$ cat src/sv/rbc_pkg.sv
// ----------------------------------------------------------------------------
// rbc_pkg
// Shared widths, types and codes for the byte Rabin cipher.
// ----------------------------------------------------------------------------
package rbc_pkg;

    localparam int PRIME_BITS = 11;
    localparam int N_BITS     = 22;
    localparam int BYTE_BITS  = 8;
    localparam int MUL_B_BITS = 16;
    localparam int MOD_BITS   = (2 * PRIME_BITS > N_BITS) ? 2 * PRIME_BITS : N_BITS;
    localparam int X_BITS     = (MOD_BITS + PRIME_BITS + 1 > 32) ?
                                MOD_BITS + PRIME_BITS + 1 : 32;
    localparam int EXP_BITS   = PRIME_BITS - 1;
    localparam int CNT_BITS   = $clog2(X_BITS + 1);
    localparam int PROD_BITS  = MOD_BITS + MUL_B_BITS;

    typedef logic [PRIME_BITS-1:0] prime_t;
    typedef logic [N_BITS-1:0]     word_t;
    typedef logic [MOD_BITS-1:0]   mod_t;
    typedef logic [MUL_B_BITS-1:0] mulb_t;
    typedef logic [X_BITS-1:0]     wide_t;
    typedef logic [EXP_BITS-1:0]   exp_t;
    typedef logic [CNT_BITS-1:0]   cnt_t;
    typedef logic [PROD_BITS-1:0]  prod_t;

    typedef struct packed {
        logic busy;
        logic done;
    } mod_stat_t;

    localparam logic [1:0] CFG_PRIME_P   = 2'd0;
    localparam logic [1:0] CFG_PRIME_Q   = 2'd1;
    localparam logic [1:0] CFG_MODULUS_N = 2'd2;

    localparam prime_t RST_PRIME_P   = prime_t'(1019);
    localparam prime_t RST_PRIME_Q   = prime_t'(1031);
    localparam word_t  RST_MODULUS_N = word_t'(1050589);

endpackage

$ cat src/sv/rbc_mod_unit.sv
// ----------------------------------------------------------------------------
// rbc_mod_unit
// Restoring reducer: r = x mod m, one dividend bit per cycle.
// ----------------------------------------------------------------------------
module rbc_mod_unit (
    input  logic               aclk,
    input  logic               aresetn,
    input  logic               start,
    input  rbc_pkg::wide_t     x,
    input  rbc_pkg::mod_t      m,
    output rbc_pkg::mod_t      r,
    output rbc_pkg::mod_stat_t stat
);

    logic                        busy_reg, busy_next;
    logic                        done_reg, done_next;
    rbc_pkg::cnt_t               cnt_reg, cnt_next;
    rbc_pkg::wide_t              x_reg;
    rbc_pkg::mod_t               m_reg;
    logic [rbc_pkg::MOD_BITS:0]  rem_reg;
    logic [rbc_pkg::MOD_BITS:0]  shifted;
    logic [rbc_pkg::MOD_BITS:0]  m_ext;

    assign m_ext   = {1'b0, m_reg};
    assign shifted = {rem_reg[rbc_pkg::MOD_BITS-1:0], x_reg[rbc_pkg::X_BITS-1]};

    always_comb begin
        busy_next = busy_reg;
        done_next = 1'b0;
        cnt_next  = cnt_reg;
        if (start && !busy_reg) begin
            busy_next = 1'b1;
            cnt_next  = rbc_pkg::cnt_t'(rbc_pkg::X_BITS);
        end else if (busy_reg) begin
            cnt_next = cnt_reg - 1'b1;
            if (cnt_reg == rbc_pkg::cnt_t'(1)) begin
                busy_next = 1'b0;
                done_next = 1'b1;
            end
        end
    end

    always_ff @(posedge aclk) begin
        if (!aresetn) begin
            busy_reg <= 1'b0;
            done_reg <= 1'b0;
            cnt_reg  <= '0;
        end else begin
            busy_reg <= busy_next;
            done_reg <= done_next;
            cnt_reg  <= cnt_next;
        end
    end

    always_ff @(posedge aclk) begin
        if (start && !busy_reg) begin
            x_reg   <= x;
            m_reg   <= m;
            rem_reg <= '0;
        end else if (busy_reg) begin
            x_reg <= {x_reg[rbc_pkg::X_BITS-2:0], 1'b0};
            if (shifted >= m_ext) begin
                rem_reg <= shifted - m_ext;
            end else begin
                rem_reg <= shifted;
            end
        end
    end

    assign r         = rem_reg[rbc_pkg::MOD_BITS-1:0];
    assign stat.busy = busy_reg;
    assign stat.done = done_reg;

endmodule

$ cat src/sv/rabin_byte_cipher_top.sv
// ----------------------------------------------------------------------------
// rabin_byte_cipher_top
// Byte Rabin cipher: encrypt by squaring mod n, decrypt by roots and CRT.
// ----------------------------------------------------------------------------
// Usage:
//   s_* channel takes one item (mode, plain_byte, cipher_in) per transfer;
//   m_* channel returns one result (cipher_out, byte_out, found) per item.
//   cfg_* channel writes prime_p (0), prime_q (1), modulus_n (2); always ready.
//   One item at a time: s_ready is high only while the sequencer is idle.
//   Every reduction runs on one shared restoring reducer.
//   Encrypt: one reduction of the squared input. Decrypt: two inverse searches
//   over the residues below p and q, two exponentiations of up to 2*log2(p)
//   reductions each, and up to four CRT candidates of one reduction each.
//   The result sits in an output register; the next item is accepted while
//   it waits. A finished item waiting behind a stalled m_ready holds the
//   sequencer until the output register frees.
//   Reset: synchronous aresetn low restores the reset primes and modulus
//   and empties the block.
// ----------------------------------------------------------------------------
module rabin_byte_cipher_top (
    input  logic                              aclk,
    input  logic                              aresetn,
    input  logic                              s_valid,
    output logic                              s_ready,
    input  logic                              s_mode,
    input  logic [rbc_pkg::BYTE_BITS-1:0]     s_plain_byte,
    input  rbc_pkg::word_t                    s_cipher_in,
    output logic                              m_valid,
    input  logic                              m_ready,
    output rbc_pkg::word_t                    m_cipher_out,
    output logic [rbc_pkg::BYTE_BITS-1:0]     m_byte_out,
    output logic                              m_found,
    input  logic                              cfg_valid,
    output logic                              cfg_ready,
    input  logic [1:0]                        cfg_index,
    input  rbc_pkg::word_t                    cfg_data
);

    localparam logic [4:0] S_IDLE   = 5'd0;
    localparam logic [4:0] S_ENC_W  = 5'd1;
    localparam logic [4:0] S_IP_W   = 5'd2;
    localparam logic [4:0] S_IP_S   = 5'd3;
    localparam logic [4:0] S_IQ_W   = 5'd4;
    localparam logic [4:0] S_IQ_S   = 5'd5;
    localparam logic [4:0] S_PB_W   = 5'd6;
    localparam logic [4:0] S_PSTEP  = 5'd7;
    localparam logic [4:0] S_PACC_W = 5'd8;
    localparam logic [4:0] S_PSQ_W  = 5'd9;
    localparam logic [4:0] S_CA     = 5'd10;
    localparam logic [4:0] S_CB     = 5'd11;
    localparam logic [4:0] S_CM     = 5'd12;
    localparam logic [4:0] S_T1     = 5'd13;
    localparam logic [4:0] S_T2     = 5'd14;
    localparam logic [4:0] S_CRT_W  = 5'd15;
    localparam logic [4:0] S_OUT    = 5'd16;

    logic [4:0]           state_reg, state_next;
    rbc_pkg::prime_t      p_reg, q_reg;
    rbc_pkg::word_t       n_reg;
    rbc_pkg::word_t       c_reg, c_next;
    rbc_pkg::prime_t      ar_reg, ar_next, t_reg, t_next, i_reg, i_next;
    rbc_pkg::prime_t      ip_reg, ip_next, iq_reg, iq_next;
    rbc_pkg::exp_t        e_reg, e_next;
    rbc_pkg::prime_t      acc_reg, acc_next, bx_reg, bx_next;
    logic                 root_reg, root_next;
    rbc_pkg::prime_t      r1_reg, r1_next, r2_reg, r2_next;
    rbc_pkg::mod_t        ca_reg, ca_next, cb_reg, cb_next, mq_reg, mq_next;
    rbc_pkg::wide_t       sum_reg, sum_next;
    logic [1:0]           k_reg, k_next;
    rbc_pkg::word_t       res_cipher_reg, res_cipher_next;
    logic [rbc_pkg::BYTE_BITS-1:0] res_byte_reg, res_byte_next;
    logic                 res_found_reg, res_found_next;
    logic                 m_valid_reg, m_valid_next;
    rbc_pkg::word_t       m_cipher_reg;
    logic [rbc_pkg::BYTE_BITS-1:0] m_byte_reg;
    logic                 m_found_reg;
    logic                 out_load;

    rbc_pkg::mod_t        mul_a;
    rbc_pkg::mulb_t       mul_b;
    rbc_pkg::prod_t       mul_p;

    logic                 mod_start;
    rbc_pkg::wide_t       mod_x;
    rbc_pkg::mod_t        mod_m;
    rbc_pkg::mod_t        mod_r;
    rbc_pkg::mod_stat_t   mod_stat;

    rbc_pkg::prime_t      pm, sm, b1, b2;
    logic [rbc_pkg::PRIME_BITS:0] pp1, qp1, tsum;

    rbc_mod_unit u_mod (
        .aclk    (aclk),
        .aresetn (aresetn),
        .start   (mod_start),
        .x       (mod_x),
        .m       (mod_m),
        .r       (mod_r),
        .stat    (mod_stat)
    );

    assign mul_p = rbc_pkg::prod_t'(mul_a) * rbc_pkg::prod_t'(mul_b);

    assign pm   = root_reg ? q_reg : p_reg;
    assign sm   = (state_reg == S_IQ_S) ? q_reg : p_reg;
    assign pp1  = {1'b0, p_reg} + 1'b1;
    assign qp1  = {1'b0, q_reg} + 1'b1;
    assign tsum = {1'b0, t_reg} + {1'b0, ar_reg};
    assign b1   = k_reg[0] ? p_reg - r1_reg : r1_reg;
    assign b2   = k_reg[1] ? q_reg - r2_reg : r2_reg;

    assign s_ready   = (state_reg == S_IDLE);
    assign cfg_ready = 1'b1;

    // multiplier operands
    always_comb begin
        mul_a = '0;
        mul_b = '0;
        unique case (state_reg)
            S_IDLE: begin
                mul_a = rbc_pkg::mod_t'({s_plain_byte, s_plain_byte});
                mul_b = rbc_pkg::mulb_t'({s_plain_byte, s_plain_byte});
            end
            S_PSTEP: begin
                mul_a = e_reg[0] ? rbc_pkg::mod_t'(acc_reg) : rbc_pkg::mod_t'(bx_reg);
                mul_b = rbc_pkg::mulb_t'(bx_reg);
            end
            S_PACC_W: begin
                mul_a = rbc_pkg::mod_t'(bx_reg);
                mul_b = rbc_pkg::mulb_t'(bx_reg);
            end
            S_CA: begin
                mul_a = rbc_pkg::mod_t'(ip_reg);
                mul_b = rbc_pkg::mulb_t'(q_reg);
            end
            S_CB: begin
                mul_a = rbc_pkg::mod_t'(iq_reg);
                mul_b = rbc_pkg::mulb_t'(p_reg);
            end
            S_CM: begin
                mul_a = rbc_pkg::mod_t'(p_reg);
                mul_b = rbc_pkg::mulb_t'(q_reg);
            end
            S_T1: begin
                mul_a = ca_reg;
                mul_b = rbc_pkg::mulb_t'(b1);
            end
            S_T2: begin
                mul_a = cb_reg;
                mul_b = rbc_pkg::mulb_t'(b2);
            end
            default: begin
            end
        endcase
    end

    always_comb begin
        state_next      = state_reg;
        c_next          = c_reg;
        ar_next         = ar_reg;
        t_next          = t_reg;
        i_next          = i_reg;
        ip_next         = ip_reg;
        iq_next         = iq_reg;
        e_next          = e_reg;
        acc_next        = acc_reg;
        bx_next         = bx_reg;
        root_next       = root_reg;
        r1_next         = r1_reg;
        r2_next         = r2_reg;
        ca_next         = ca_reg;
        cb_next         = cb_reg;
        mq_next         = mq_reg;
        sum_next        = sum_reg;
        k_next          = k_reg;
        res_cipher_next = res_cipher_reg;
        res_byte_next   = res_byte_reg;
        res_found_next  = res_found_reg;
        mod_start       = 1'b0;
        mod_x           = '0;
        mod_m           = '0;
        out_load        = 1'b0;

        unique case (state_reg)
            S_IDLE: begin
                res_cipher_next = '0;
                res_byte_next   = '0;
                res_found_next  = 1'b0;
                c_next          = s_cipher_in;
                if (s_valid) begin
                    if (!s_mode) begin
                        if (n_reg == '0) begin
                            res_found_next = 1'b1;
                            state_next     = S_OUT;
                        end else begin
                            mod_start  = 1'b1;
                            mod_x      = rbc_pkg::wide_t'(mul_p);
                            mod_m      = rbc_pkg::mod_t'(n_reg);
                            state_next = S_ENC_W;
                        end
                    end else if (p_reg == '0 || q_reg == '0) begin
                        state_next = S_OUT;
                    end else begin
                        mod_start  = 1'b1;
                        mod_x      = rbc_pkg::wide_t'(q_reg);
                        mod_m      = rbc_pkg::mod_t'(p_reg);
                        state_next = S_IP_W;
                    end
                end
            end
            S_ENC_W: begin
                if (mod_stat.done) begin
                    res_cipher_next = rbc_pkg::word_t'(mod_r);
                    res_found_next  = 1'b1;
                    state_next      = S_OUT;
                end
            end
            S_IP_W, S_IQ_W: begin
                if (mod_stat.done) begin
                    ar_next    = rbc_pkg::prime_t'(mod_r);
                    t_next     = rbc_pkg::prime_t'(mod_r);
                    i_next     = rbc_pkg::prime_t'(1);
                    state_next = (state_reg == S_IP_W) ? S_IP_S : S_IQ_S;
                end
            end
            S_IP_S, S_IQ_S: begin
                if (i_reg >= sm) begin
                    state_next = S_OUT;
                end else if (t_reg == rbc_pkg::prime_t'(1)) begin
                    mod_start = 1'b1;
                    if (state_reg == S_IP_S) begin
                        ip_next    = i_reg;
                        mod_x      = rbc_pkg::wide_t'(p_reg);
                        mod_m      = rbc_pkg::mod_t'(q_reg);
                        state_next = S_IQ_W;
                    end else begin
                        iq_next    = i_reg;
                        mod_x      = rbc_pkg::wide_t'(c_reg);
                        mod_m      = rbc_pkg::mod_t'(p_reg);
                        root_next  = 1'b0;
                        e_next     = rbc_pkg::exp_t'(pp1 >> 2);
                        acc_next   = rbc_pkg::prime_t'(1);
                        state_next = S_PB_W;
                    end
                end else begin
                    i_next = i_reg + 1'b1;
                    if (tsum >= {1'b0, sm}) begin
                        t_next = rbc_pkg::prime_t'(tsum - {1'b0, sm});
                    end else begin
                        t_next = rbc_pkg::prime_t'(tsum);
                    end
                end
            end
            S_PB_W: begin
                if (mod_stat.done) begin
                    bx_next    = rbc_pkg::prime_t'(mod_r);
                    state_next = S_PSTEP;
                end
            end
            S_PSTEP: begin
                if (e_reg == '0) begin
                    if (!root_reg) begin
                        r1_next    = acc_reg;
                        root_next  = 1'b1;
                        e_next     = rbc_pkg::exp_t'(qp1 >> 2);
                        acc_next   = rbc_pkg::prime_t'(1);
                        mod_start  = 1'b1;
                        mod_x      = rbc_pkg::wide_t'(c_reg);
                        mod_m      = rbc_pkg::mod_t'(q_reg);
                        state_next = S_PB_W;
                    end else begin
                        r2_next    = acc_reg;
                        state_next = S_CA;
                    end
                end else begin
                    mod_start = 1'b1;
                    mod_m     = rbc_pkg::mod_t'(pm);
                    if (e_reg[0]) begin
                        state_next = S_PACC_W;
                    end else begin
                        state_next = S_PSQ_W;
                    end
                    mod_x = rbc_pkg::wide_t'(mul_p);
                end
            end
            S_PACC_W: begin
                if (mod_stat.done) begin
                    acc_next   = rbc_pkg::prime_t'(mod_r);
                    mod_start  = 1'b1;
                    mod_x      = rbc_pkg::wide_t'(mul_p);
                    mod_m      = rbc_pkg::mod_t'(pm);
                    state_next = S_PSQ_W;
                end
            end
            S_PSQ_W: begin
                if (mod_stat.done) begin
                    bx_next    = rbc_pkg::prime_t'(mod_r);
                    e_next     = e_reg >> 1;
                    state_next = S_PSTEP;
                end
            end
            S_CA: begin
                ca_next    = rbc_pkg::mod_t'(mul_p);
                state_next = S_CB;
            end
            S_CB: begin
                cb_next    = rbc_pkg::mod_t'(mul_p);
                state_next = S_CM;
            end
            S_CM: begin
                mq_next    = rbc_pkg::mod_t'(mul_p);
                k_next     = 2'd0;
                state_next = S_T1;
            end
            S_T1: begin
                sum_next   = rbc_pkg::wide_t'(mul_p);
                state_next = S_T2;
            end
            S_T2: begin
                mod_start  = 1'b1;
                mod_x      = sum_reg + rbc_pkg::wide_t'(mul_p);
                mod_m      = mq_reg;
                state_next = S_CRT_W;
            end
            S_CRT_W: begin
                if (mod_stat.done) begin
                    if ((mod_r >> 16) == '0 && mod_r[7:0] == mod_r[15:8]) begin
                        res_byte_next  = mod_r[7:0];
                        res_found_next = 1'b1;
                        state_next     = S_OUT;
                    end else if (k_reg == 2'd3) begin
                        state_next = S_OUT;
                    end else begin
                        k_next     = k_reg + 1'b1;
                        state_next = S_T1;
                    end
                end
            end
            S_OUT: begin
                if (!m_valid_reg || m_ready) begin
                    out_load   = 1'b1;
                    state_next = S_IDLE;
                end
            end
            default: begin
                state_next = S_IDLE;
            end
        endcase
    end

    always_comb begin
        m_valid_next = m_valid_reg;
        if (out_load) begin
            m_valid_next = 1'b1;
        end else if (m_ready) begin
            m_valid_next = 1'b0;
        end
    end

    always_ff @(posedge aclk) begin
        if (!aresetn) begin
            state_reg   <= S_IDLE;
            m_valid_reg <= 1'b0;
            p_reg       <= rbc_pkg::RST_PRIME_P;
            q_reg       <= rbc_pkg::RST_PRIME_Q;
            n_reg       <= rbc_pkg::RST_MODULUS_N;
        end else begin
            state_reg   <= state_next;
            m_valid_reg <= m_valid_next;
            if (cfg_valid) begin
                unique case (cfg_index)
                    rbc_pkg::CFG_PRIME_P:   p_reg <= cfg_data[rbc_pkg::PRIME_BITS-1:0];
                    rbc_pkg::CFG_PRIME_Q:   q_reg <= cfg_data[rbc_pkg::PRIME_BITS-1:0];
                    rbc_pkg::CFG_MODULUS_N: n_reg <= cfg_data;
                    default: begin
                    end
                endcase
            end
        end
    end

    always_ff @(posedge aclk) begin
        c_reg          <= c_next;
        ar_reg         <= ar_next;
        t_reg          <= t_next;
        i_reg          <= i_next;
        ip_reg         <= ip_next;
        iq_reg         <= iq_next;
        e_reg          <= e_next;
        acc_reg        <= acc_next;
        bx_reg         <= bx_next;
        root_reg       <= root_next;
        r1_reg         <= r1_next;
        r2_reg         <= r2_next;
        ca_reg         <= ca_next;
        cb_reg         <= cb_next;
        mq_reg         <= mq_next;
        sum_reg        <= sum_next;
        k_reg          <= k_next;
        res_cipher_reg <= res_cipher_next;
        res_byte_reg   <= res_byte_next;
        res_found_reg  <= res_found_next;
        if (out_load) begin
            m_cipher_reg <= res_cipher_reg;
            m_byte_reg   <= res_byte_reg;
            m_found_reg  <= res_found_reg;
        end
    end

    assign m_valid      = m_valid_reg;
    assign m_cipher_out = m_cipher_reg;
    assign m_byte_out   = m_byte_reg;
    assign m_found      = m_found_reg;

`ifndef SYNTHESIS
    a_busy_not_ready: assert property (@(posedge aclk) disable iff (!aresetn)
        mod_stat.busy |-> !s_ready) else $error("reducer busy while ready");
    a_byte_needs_found: assert property (@(posedge aclk) disable iff (!aresetn)
        (m_valid && !m_found) |-> (m_byte_out == '0)) else $error("byte without found");
    a_cipher_found: assert property (@(posedge aclk) disable iff (!aresetn)
        (m_valid && m_cipher_out != '0) |-> m_found) else $error("cipher without found");
    a_one_item: assert property (@(posedge aclk) disable iff (!aresetn)
        (s_valid && s_ready) |=> !s_ready) else $error("second transfer while busy");
`endif

endmodule
$ cat config.mk
export PLATFORM = sky130hd
export DESIGN_NAME = rabin_byte_cipher_top
export DESIGN_NICKNAME = d
export VERILOG_FILES = /design/src/sv/rbc_pkg.sv /design/src/sv/rbc_mod_unit.sv /design/src/sv/rabin_byte_cipher_top.sv
export SDC_FILE = /design/constraint.sdc
export NUM_CORES = 2
export LEC_CHECK = 0
export BUFFER_PORTS_ARGS = -buffer_cell sky130_fd_sc_hd__buf_2
export CAP_MARGIN = 20
export CORE_ASPECT_RATIO = 0.8
export CORE_MARGIN = 2
export CORE_UTILIZATION = 50
export DETAILED_ROUTE_END_ITERATION = 8
export GPL_ROUTABILITY_DRIVEN = 0
export PLACE_DENSITY = 0.75
export SYNTH_ARGS = -nofsm -noshare
export SYNTH_HDL_FRONTEND = slang
export SYNTH_SLANG_ARGS = --single-unit
$ cat constraint.sdc
create_clock -name aclk -period 13.92 [get_ports aclk]
set_clock_uncertainty 0.05 [all_clocks]
set_input_delay 0 -clock aclk [delete_from_list [all_inputs] [get_ports aclk]]
set_output_delay 0 -clock aclk [all_outputs]
set_load 0.02 [all_outputs]
## Word level (Yosys, flattened, before mapping)

Index checks and enable logic that the tools add are counted.

| cells by class | value |
|---|---|
| equality and inequality tests | 40 |
| $lt $le $gt $ge | 3 |
| add/subtract/negate cells | 11 |
| multipliers | 1 |
| reduce and logical (&&, ||, !) cells | 48 |
| bitwise operators | 5 |
| muxes and demuxes | 115 |

Operators with widths:

| kind | number |
|---|---|
| $mux W11 | 24 |
| $mux W34 | 7 |
| $mux W22 | 10 |
| $pmux W22 S8 | 1 |
| $pmux W34 S5 | 1 |
| $pmux W22 S5 | 1 |
| $pmux W16 S6 | 1 |
| $mux W5 | 15 |
| $pmux W5 S14 | 1 |
| $mux W10 | 6 |
| $logic_not A22 Y1 | 2 |
| $pmux W11 S2 | 2 |
| $pmux W22 S2 | 1 |
| $eq A5 B4 Y1 const B | 8 |
| $add A34 B34 Y34 | 1 |
| $mul A22 B16 Y34 | 1 |
| $pmux W11 S3 | 1 |
| $sub A11 B11 Y11 | 3 |
| $pmux W10 S3 | 1 |
| $mux W1 | 28 |
| $add A11 B1 Y12 const B | 2 |
| $ge A23 B22 Y1 | 1 |
| $logic_not A11 Y1 | 2 |
| $ne A2 B2 Y1 const B | 11 |
| 45 further kinds | 92 |

| word-level totals | value |
|---|---|
| bits in registers | 432 |

## Logic depth before layout (Yosys ltp)

| depth | value |
|---|---|
| depth in word-level cells | 9 |
| depth in mapped cells | 49 |
| gate-level depth less buffers | 47 |

## Hierarchy

A second synthesis with hierarchy kept.

| second synthesis, totals | value |
|---|---|
| cell total of the unflattened synthesis | 3308 |
| area total of the unflattened synthesis | 33674.8 um2 |

Modules (own cells, without submodules):

| module | cells each | instances | area an instance (um2) |
|---|---|---|---|
| rabin_byte_cipher_top | 2924 | 1 | 29020.3 |
| rbc_mod_unit | 384 | 1 | 4654.5 |

## Least setup slack after synthesis

OpenSTA, ideal clock, no wires.

| timing | value |
|---|---|
| path kind | reg2reg |
| start | reg state_reg[2] |
| end | reg u_mod.x_reg[32], data pin |
| stages on the path, launching flop included | 36 |
| arrival | 9.291 ns |
| clock period less this slack | 9.605 ns |
| setup slack | 4.315 ns |
| cell sequence | dfxtp_1 > buf_2 > and2b_1 > nand3_2 > clkinv_1 > clkbuf_1 > buf_1 > a221o_1 > nand2_1 > fa_1 > fa_1 > fa_1 > inv_1 > fa_1 > fa_1 > inv_1 > fa_1 > inv_1 > ha_1 > inv_2 > o21ai_1 > a21o_1 > a21o_1 > a221oi_4 > o21bai_1 > a21oi_1 > xnor2_1 > ha_1 > clkbuf_1 > and4_1 > a21oi_2 > o21ai_2 > a221oi_1 > nor3b_1 > o31ai_1 > a21oi_1 |

| on the way | value |
|---|---|
| elaborated cells between the ends (all ways) | 29 |
| classes of those cells | add/sub: 1; mul: 1; order compare: 1; eq/ne: 9; mux: 12; reduce/logical: 5 |

RTL lines:

| element | RTL line | text |
|---|---|---|
| start, declared | rabin_byte_cipher_top.sv:57 | `logic [4:0] state_reg, state_next;` |
| start signal, assigned | rabin_byte_cipher_top.sv:368 | `state_reg <= state_next;` |
| $eq A5 B4 Y1 or $eq A5 B3 Y1 (tied branches) | rabin_byte_cipher_top.sv:119 | `unique case (state_reg)` |
| $reduce_or A2 Y1 (no source line) | n/a |  |
| $pmux W16 S6 | rabin_byte_cipher_top.sv:119 |  |
| $mul A22 B16 Y34 * | rabin_byte_cipher_top.sv:102 | `assign mul_p = rbc_pkg::prod_t'(mul_a) * rbc_pkg::prod_t'(mul_b);` |
| named net mul_p[22] | rabin_byte_cipher_top.sv:81 | `rbc_pkg::prod_t mul_p;` |
| $add A34 B34 Y34 * | rabin_byte_cipher_top.sv:321 | `mod_x = sum_reg + rbc_pkg::wide_t'(mul_p);` |
| $pmux W34 S5 * | rabin_byte_cipher_top.sv:184 | `unique case (state_reg)` |
| $mux W34 * | rbc_mod_unit.sv:56 | `if (start && !busy_reg) begin` |
| end signal, assigned | rbc_mod_unit.sv:61 | `x_reg <= {x_reg[rbc_pkg::X_BITS-2:0], 1'b0};` |
| end, declared | rbc_mod_unit.sv:18 | `rbc_pkg::wide_t x_reg;` |

The timed path passes the listed nets; every way through them passes the cells marked *.
A chain may end at the register's enable or synchronous reset.

## Final worst setup path

| timing | value |
|---|---|
| start | reg state_reg[0] |
| end | reg u_mod.x_reg[32], data pin |

The elaborated chain is that of the path after synthesis.

==> reports/summary.log <==
qor: status.status finished with violations
qor: status.failed_checks DRC
qor: synthesis.area_of_the_mapped_netlist 33500 sq um
qor: sta.fin_setup_tns 0 ns
qor: cts.clkSlewWorstSetupHoldPaths 0.07 ns
qor: global_route.number_of_global_route_vias_before_repair 25400
qor: cts.depth_of_the_cts_h_tree 2
qor: global_route.met2_usage 38.0%
qor: sta.final_period_minus_worst_setup_slack 11.58 ns
qor: critical_path.timing.setup.critical_path_class reg -> reg
qor: die.floorplan.initialDensity 50.8%
qor: sta.grt_setup_unrepaired no
qor: synthesis.yosysTopAreaCellShare 31.6%
qor: global_route.grt_max_degree 80
qor: place.post-dp-hpwl 75000 microns
qor: cells_and_area.net_total_in_the_final_layout 4001
qor: die.die_x 293 microns
qor: sta.relSlewSlack 20.0%
qor: die.num_rows 84
qor: synthesis.synth.avg_cell_area 10.0 sq um
qor: cells_and_area.area_delta_synth_final 10.3%
qor: cells_and_area.multi_input_area 19200 sq um
qor: global_route.grt_util_met3 13.0%
qor: cells_and_area.drive_above_1_share 8.24%
qor: critical_path.reg2regPathDepth 38
qor: drt.route.vias.total 26800
qor: drt.drtAntennaViolNets 0
qor: die.core_region 66000 sq um
qor: cts.clock-sinks 432
qor: cts.tritoncts done
qor: synthesis.yosysUniqueCellTypes 98
qor: drt.drc_violations_left 39
qor: cts.clock_tree.root_cell clkbuf_16
qor: sta.slew_viol_final 0
qor: synthesis.seq_total_area_yosys 36.3%
qor: critical_path.cp_max_fo 23
qor: critical_path.critical-path-top-cell-by-count fa_1
qor: place.port_buffers 92
qor: synthesis.ys_ff_latch 432
qor: global_route.globalRouteOverflowTotal 0
qor: synthesis.synth_enable_flop_cells 352
qor: sta.setup_viol 0
qor: drt.dr.pass1.iters 9
qor: cells_and_area.final.fill_count 5552
qor: drt.detailedRoute.firstIterationViolations 4337
qor: drt.vias_per_cell 6.14
qor: cts.cts-buffers-inserted 45
qor: die.floorplan.io_pins 94
qor: critical_path.cpPeakStageDelay 0.93 ns
qor: synthesis.synthCells 3339
qor: critical_path.regToRegStartpoint state_reg[0]
qor: critical_path.crit_required 14.19 ns
qor: critical_path.cp-startpoint state_reg[0]
qor: global_route.grt_antenna_before_repair 4
qor: sta.worst_pin_slew 1.20 ns
qor: global_route.grt_util_met1 43.2%
qor: die.die_area 69100 sq um
qor: critical_path.data_arrival_time_of_the_worst_path 11.85 ns
qor: critical_path.startpoint_class_of_the_critical_path flop
qor: job.max_cap_viol_count 0
qor: critical_path.r2r_slack 2.34 ns
qor: critical_path.crit_path_top_delay_cell dfxtp_1
qor: synthesis.synth.area.top_cells edfxtp_1, fa_1, ha_1
qor: synthesis.synthArstFlopShare 0%
qor: drt.wl_per_cell 23.1 microns
qor: cts.insertion_delay 0.60 ns
qor: sta.final_min_period_over_clock_period 83.2%
qor: sta.hold_viol_final 0
qor: cts.resized_after_cts 0
qor: global_route.grt_first_pass_wirelength 154000 microns
qor: global_route.global_route_usage_over_all_layers 29.1%
qor: critical_path.end_kind flop
qor: sta.maxClockFrequency 86.4 MHz
qor: die.die_h 236 microns
qor: critical_path.crit_end u_mod.x_reg[32]
qor: synthesis.synth_top_cell_by_area edfxtp_1
qor: synthesis.syn_warnings 0
qor: global_route.grt.busiest_layer met1
qor: cells_and_area.seqCellArea 12200 sq um
qor: synthesis.yosys_most_used_dff edfxtp_1
qor: drt.detail_route.wirelength 101000 microns
qor: min_path.worstHoldPathType in -> reg
qor: critical_path.rr_endpoint u_mod.x_reg[32]
qor: cts.cts.path.max_buffers 3
==> through the flow <==
| stage | area (sq um) | hold slack (ns) | instances | setup slack [ns] | utilization [%] |
|---|---|---|---|---|---|
| floorplan | 33600 | 0.0489 | 3358 | 4.32 | - |
| global placement | 34900 | 0.129 | 4210 | 2.94 | 52.9 |
| detailed placement | 34900 | 0.128 | 4213 | 2.70 | 52.9 |
| CTS | 36900 | 0.0296 | 4348 | 2.61 | 55.8 |
| global route | 36900 | 0.0375 | 4357 | 1.73 | 56.0 |
| finish | 37000 | 0.0666 | 4363 | 2.34 | 56.0 |
==> cell families after synthesis <==
logic type | count (synthesis) | synth area share [%]
flops | 432 | 36.3
mux | 34 | 1.02
fa+ha+maj | 481 | 24.2
compound gates | 682 | 14.6
simple gates | 1000 | 13.6
xor+xnor | 134 | 3.53
buf+inv | 574 | 6.69
other cells | 2 | 0.0224
==> synthesized netlist by cell type, drive strengths merged, types with 15 or more instances <==
| library cell | n |
|---|---|
| and2 | 63 |
| o211ai | 24 |
| a222oi | 31 |
| a211oi | 20 |
| o21ai | 135 |
| a221oi | 23 |
| buf | 49 |
| nor3 | 35 |
| fa | 279 |
| nand2 | 483 |
| a21o | 71 |
| nor4 | 18 |
| nor2 | 177 |
| xor2 | 52 |
| and3 | 19 |
| a21boi | 42 |
| nor2b | 37 |
| a22o | 32 |
| xnor2 | 82 |
| o21a | 20 |
| dfxtp | 80 |
| nand2b | 34 |
| a22oi | 22 |
| a221o | 15 |
| ha | 202 |
| inv | 417 |
| a21oi | 140 |
| mux2i | 33 |
| a31oi | 22 |
| edfxtp | 352 |
| clkbuf | 107 |
| nand4 | 22 |
| nand3 | 63 |
==> area by class of cell <==
class	instances	area share, %
antenna	7	0.0474
sequential	432	32.9
clock buffer	62	3.26
tap	860	2.91
timing repair buffer	211	4.10
inverter	418	4.25
multi-input combinational	2352	52.0
clock inverter	21	0.515
==> worst max-delay path, delay by kind of cell (launching register included) <==
kind	cells	cell delay (ns)
fa+ha+maj	8	3.89
compound gates	14	3.54
simple gates	9	1.98
flops	1	0.93
buf+inv	6	0.60
xor+xnor	1	0.29
==> cells in the final DEF (no fill, tap or decap), types with 32 or more instances in the layout <==
master         instances
inv_1                407
dlygate4sd3_1         53
buf_2                 94
nand3_1               62
xor2_1                52
nor2_1               173
o21ai_1               40
mux2i_1               33
and2_1                63
dfxtp_1               80
xnor2_1               81
a22o_1                32
nor2b_1               36
edfxtp_1             352
fa_1                 279
a21o_1                71
buf_4                 58
nand2b_1              33
nand2_1              482
o21ai_0               89
ha_1                 202
a21oi_1              134
clkbuf_16             45
==> worst min-delay path by stage <==
stage / startpoint / endpoint / slack, ns / cells past startpoint
final: s_mode / u_mod.m_reg[21] / 0.07 / 3
after global routing: s_mode / u_mod.m_reg[20] / 0.04 / 3
after floorplan: s_cipher_in[0] / c_reg[0] / 0.05 / 0
after global placement: s_cipher_in[6] / c_reg[6] / 0.13 / 1
after CTS: s_mode / u_mod.m_reg[21] / 0.03 / 3
after detailed placement: s_cipher_in[3] / c_reg[3] / 0.13 / 1
==> layer usage <==
layer,vias to the layer above,share of wire [%]
li1,11700,-
met1,13000,42
met2,1864,39
met3,234,17
met4,0,2.9
met5,-,0
==> repair_timing <==
action | in CTS | in global routing
buffers inserted | 0 | 0
hold buffers | 52 | 1
hold endpoints to repair | 68 | 29
Power is left out: the tool's default activity adds up to more than one toggle a clock period on the data nets, which glitch-free logic cannot reach.
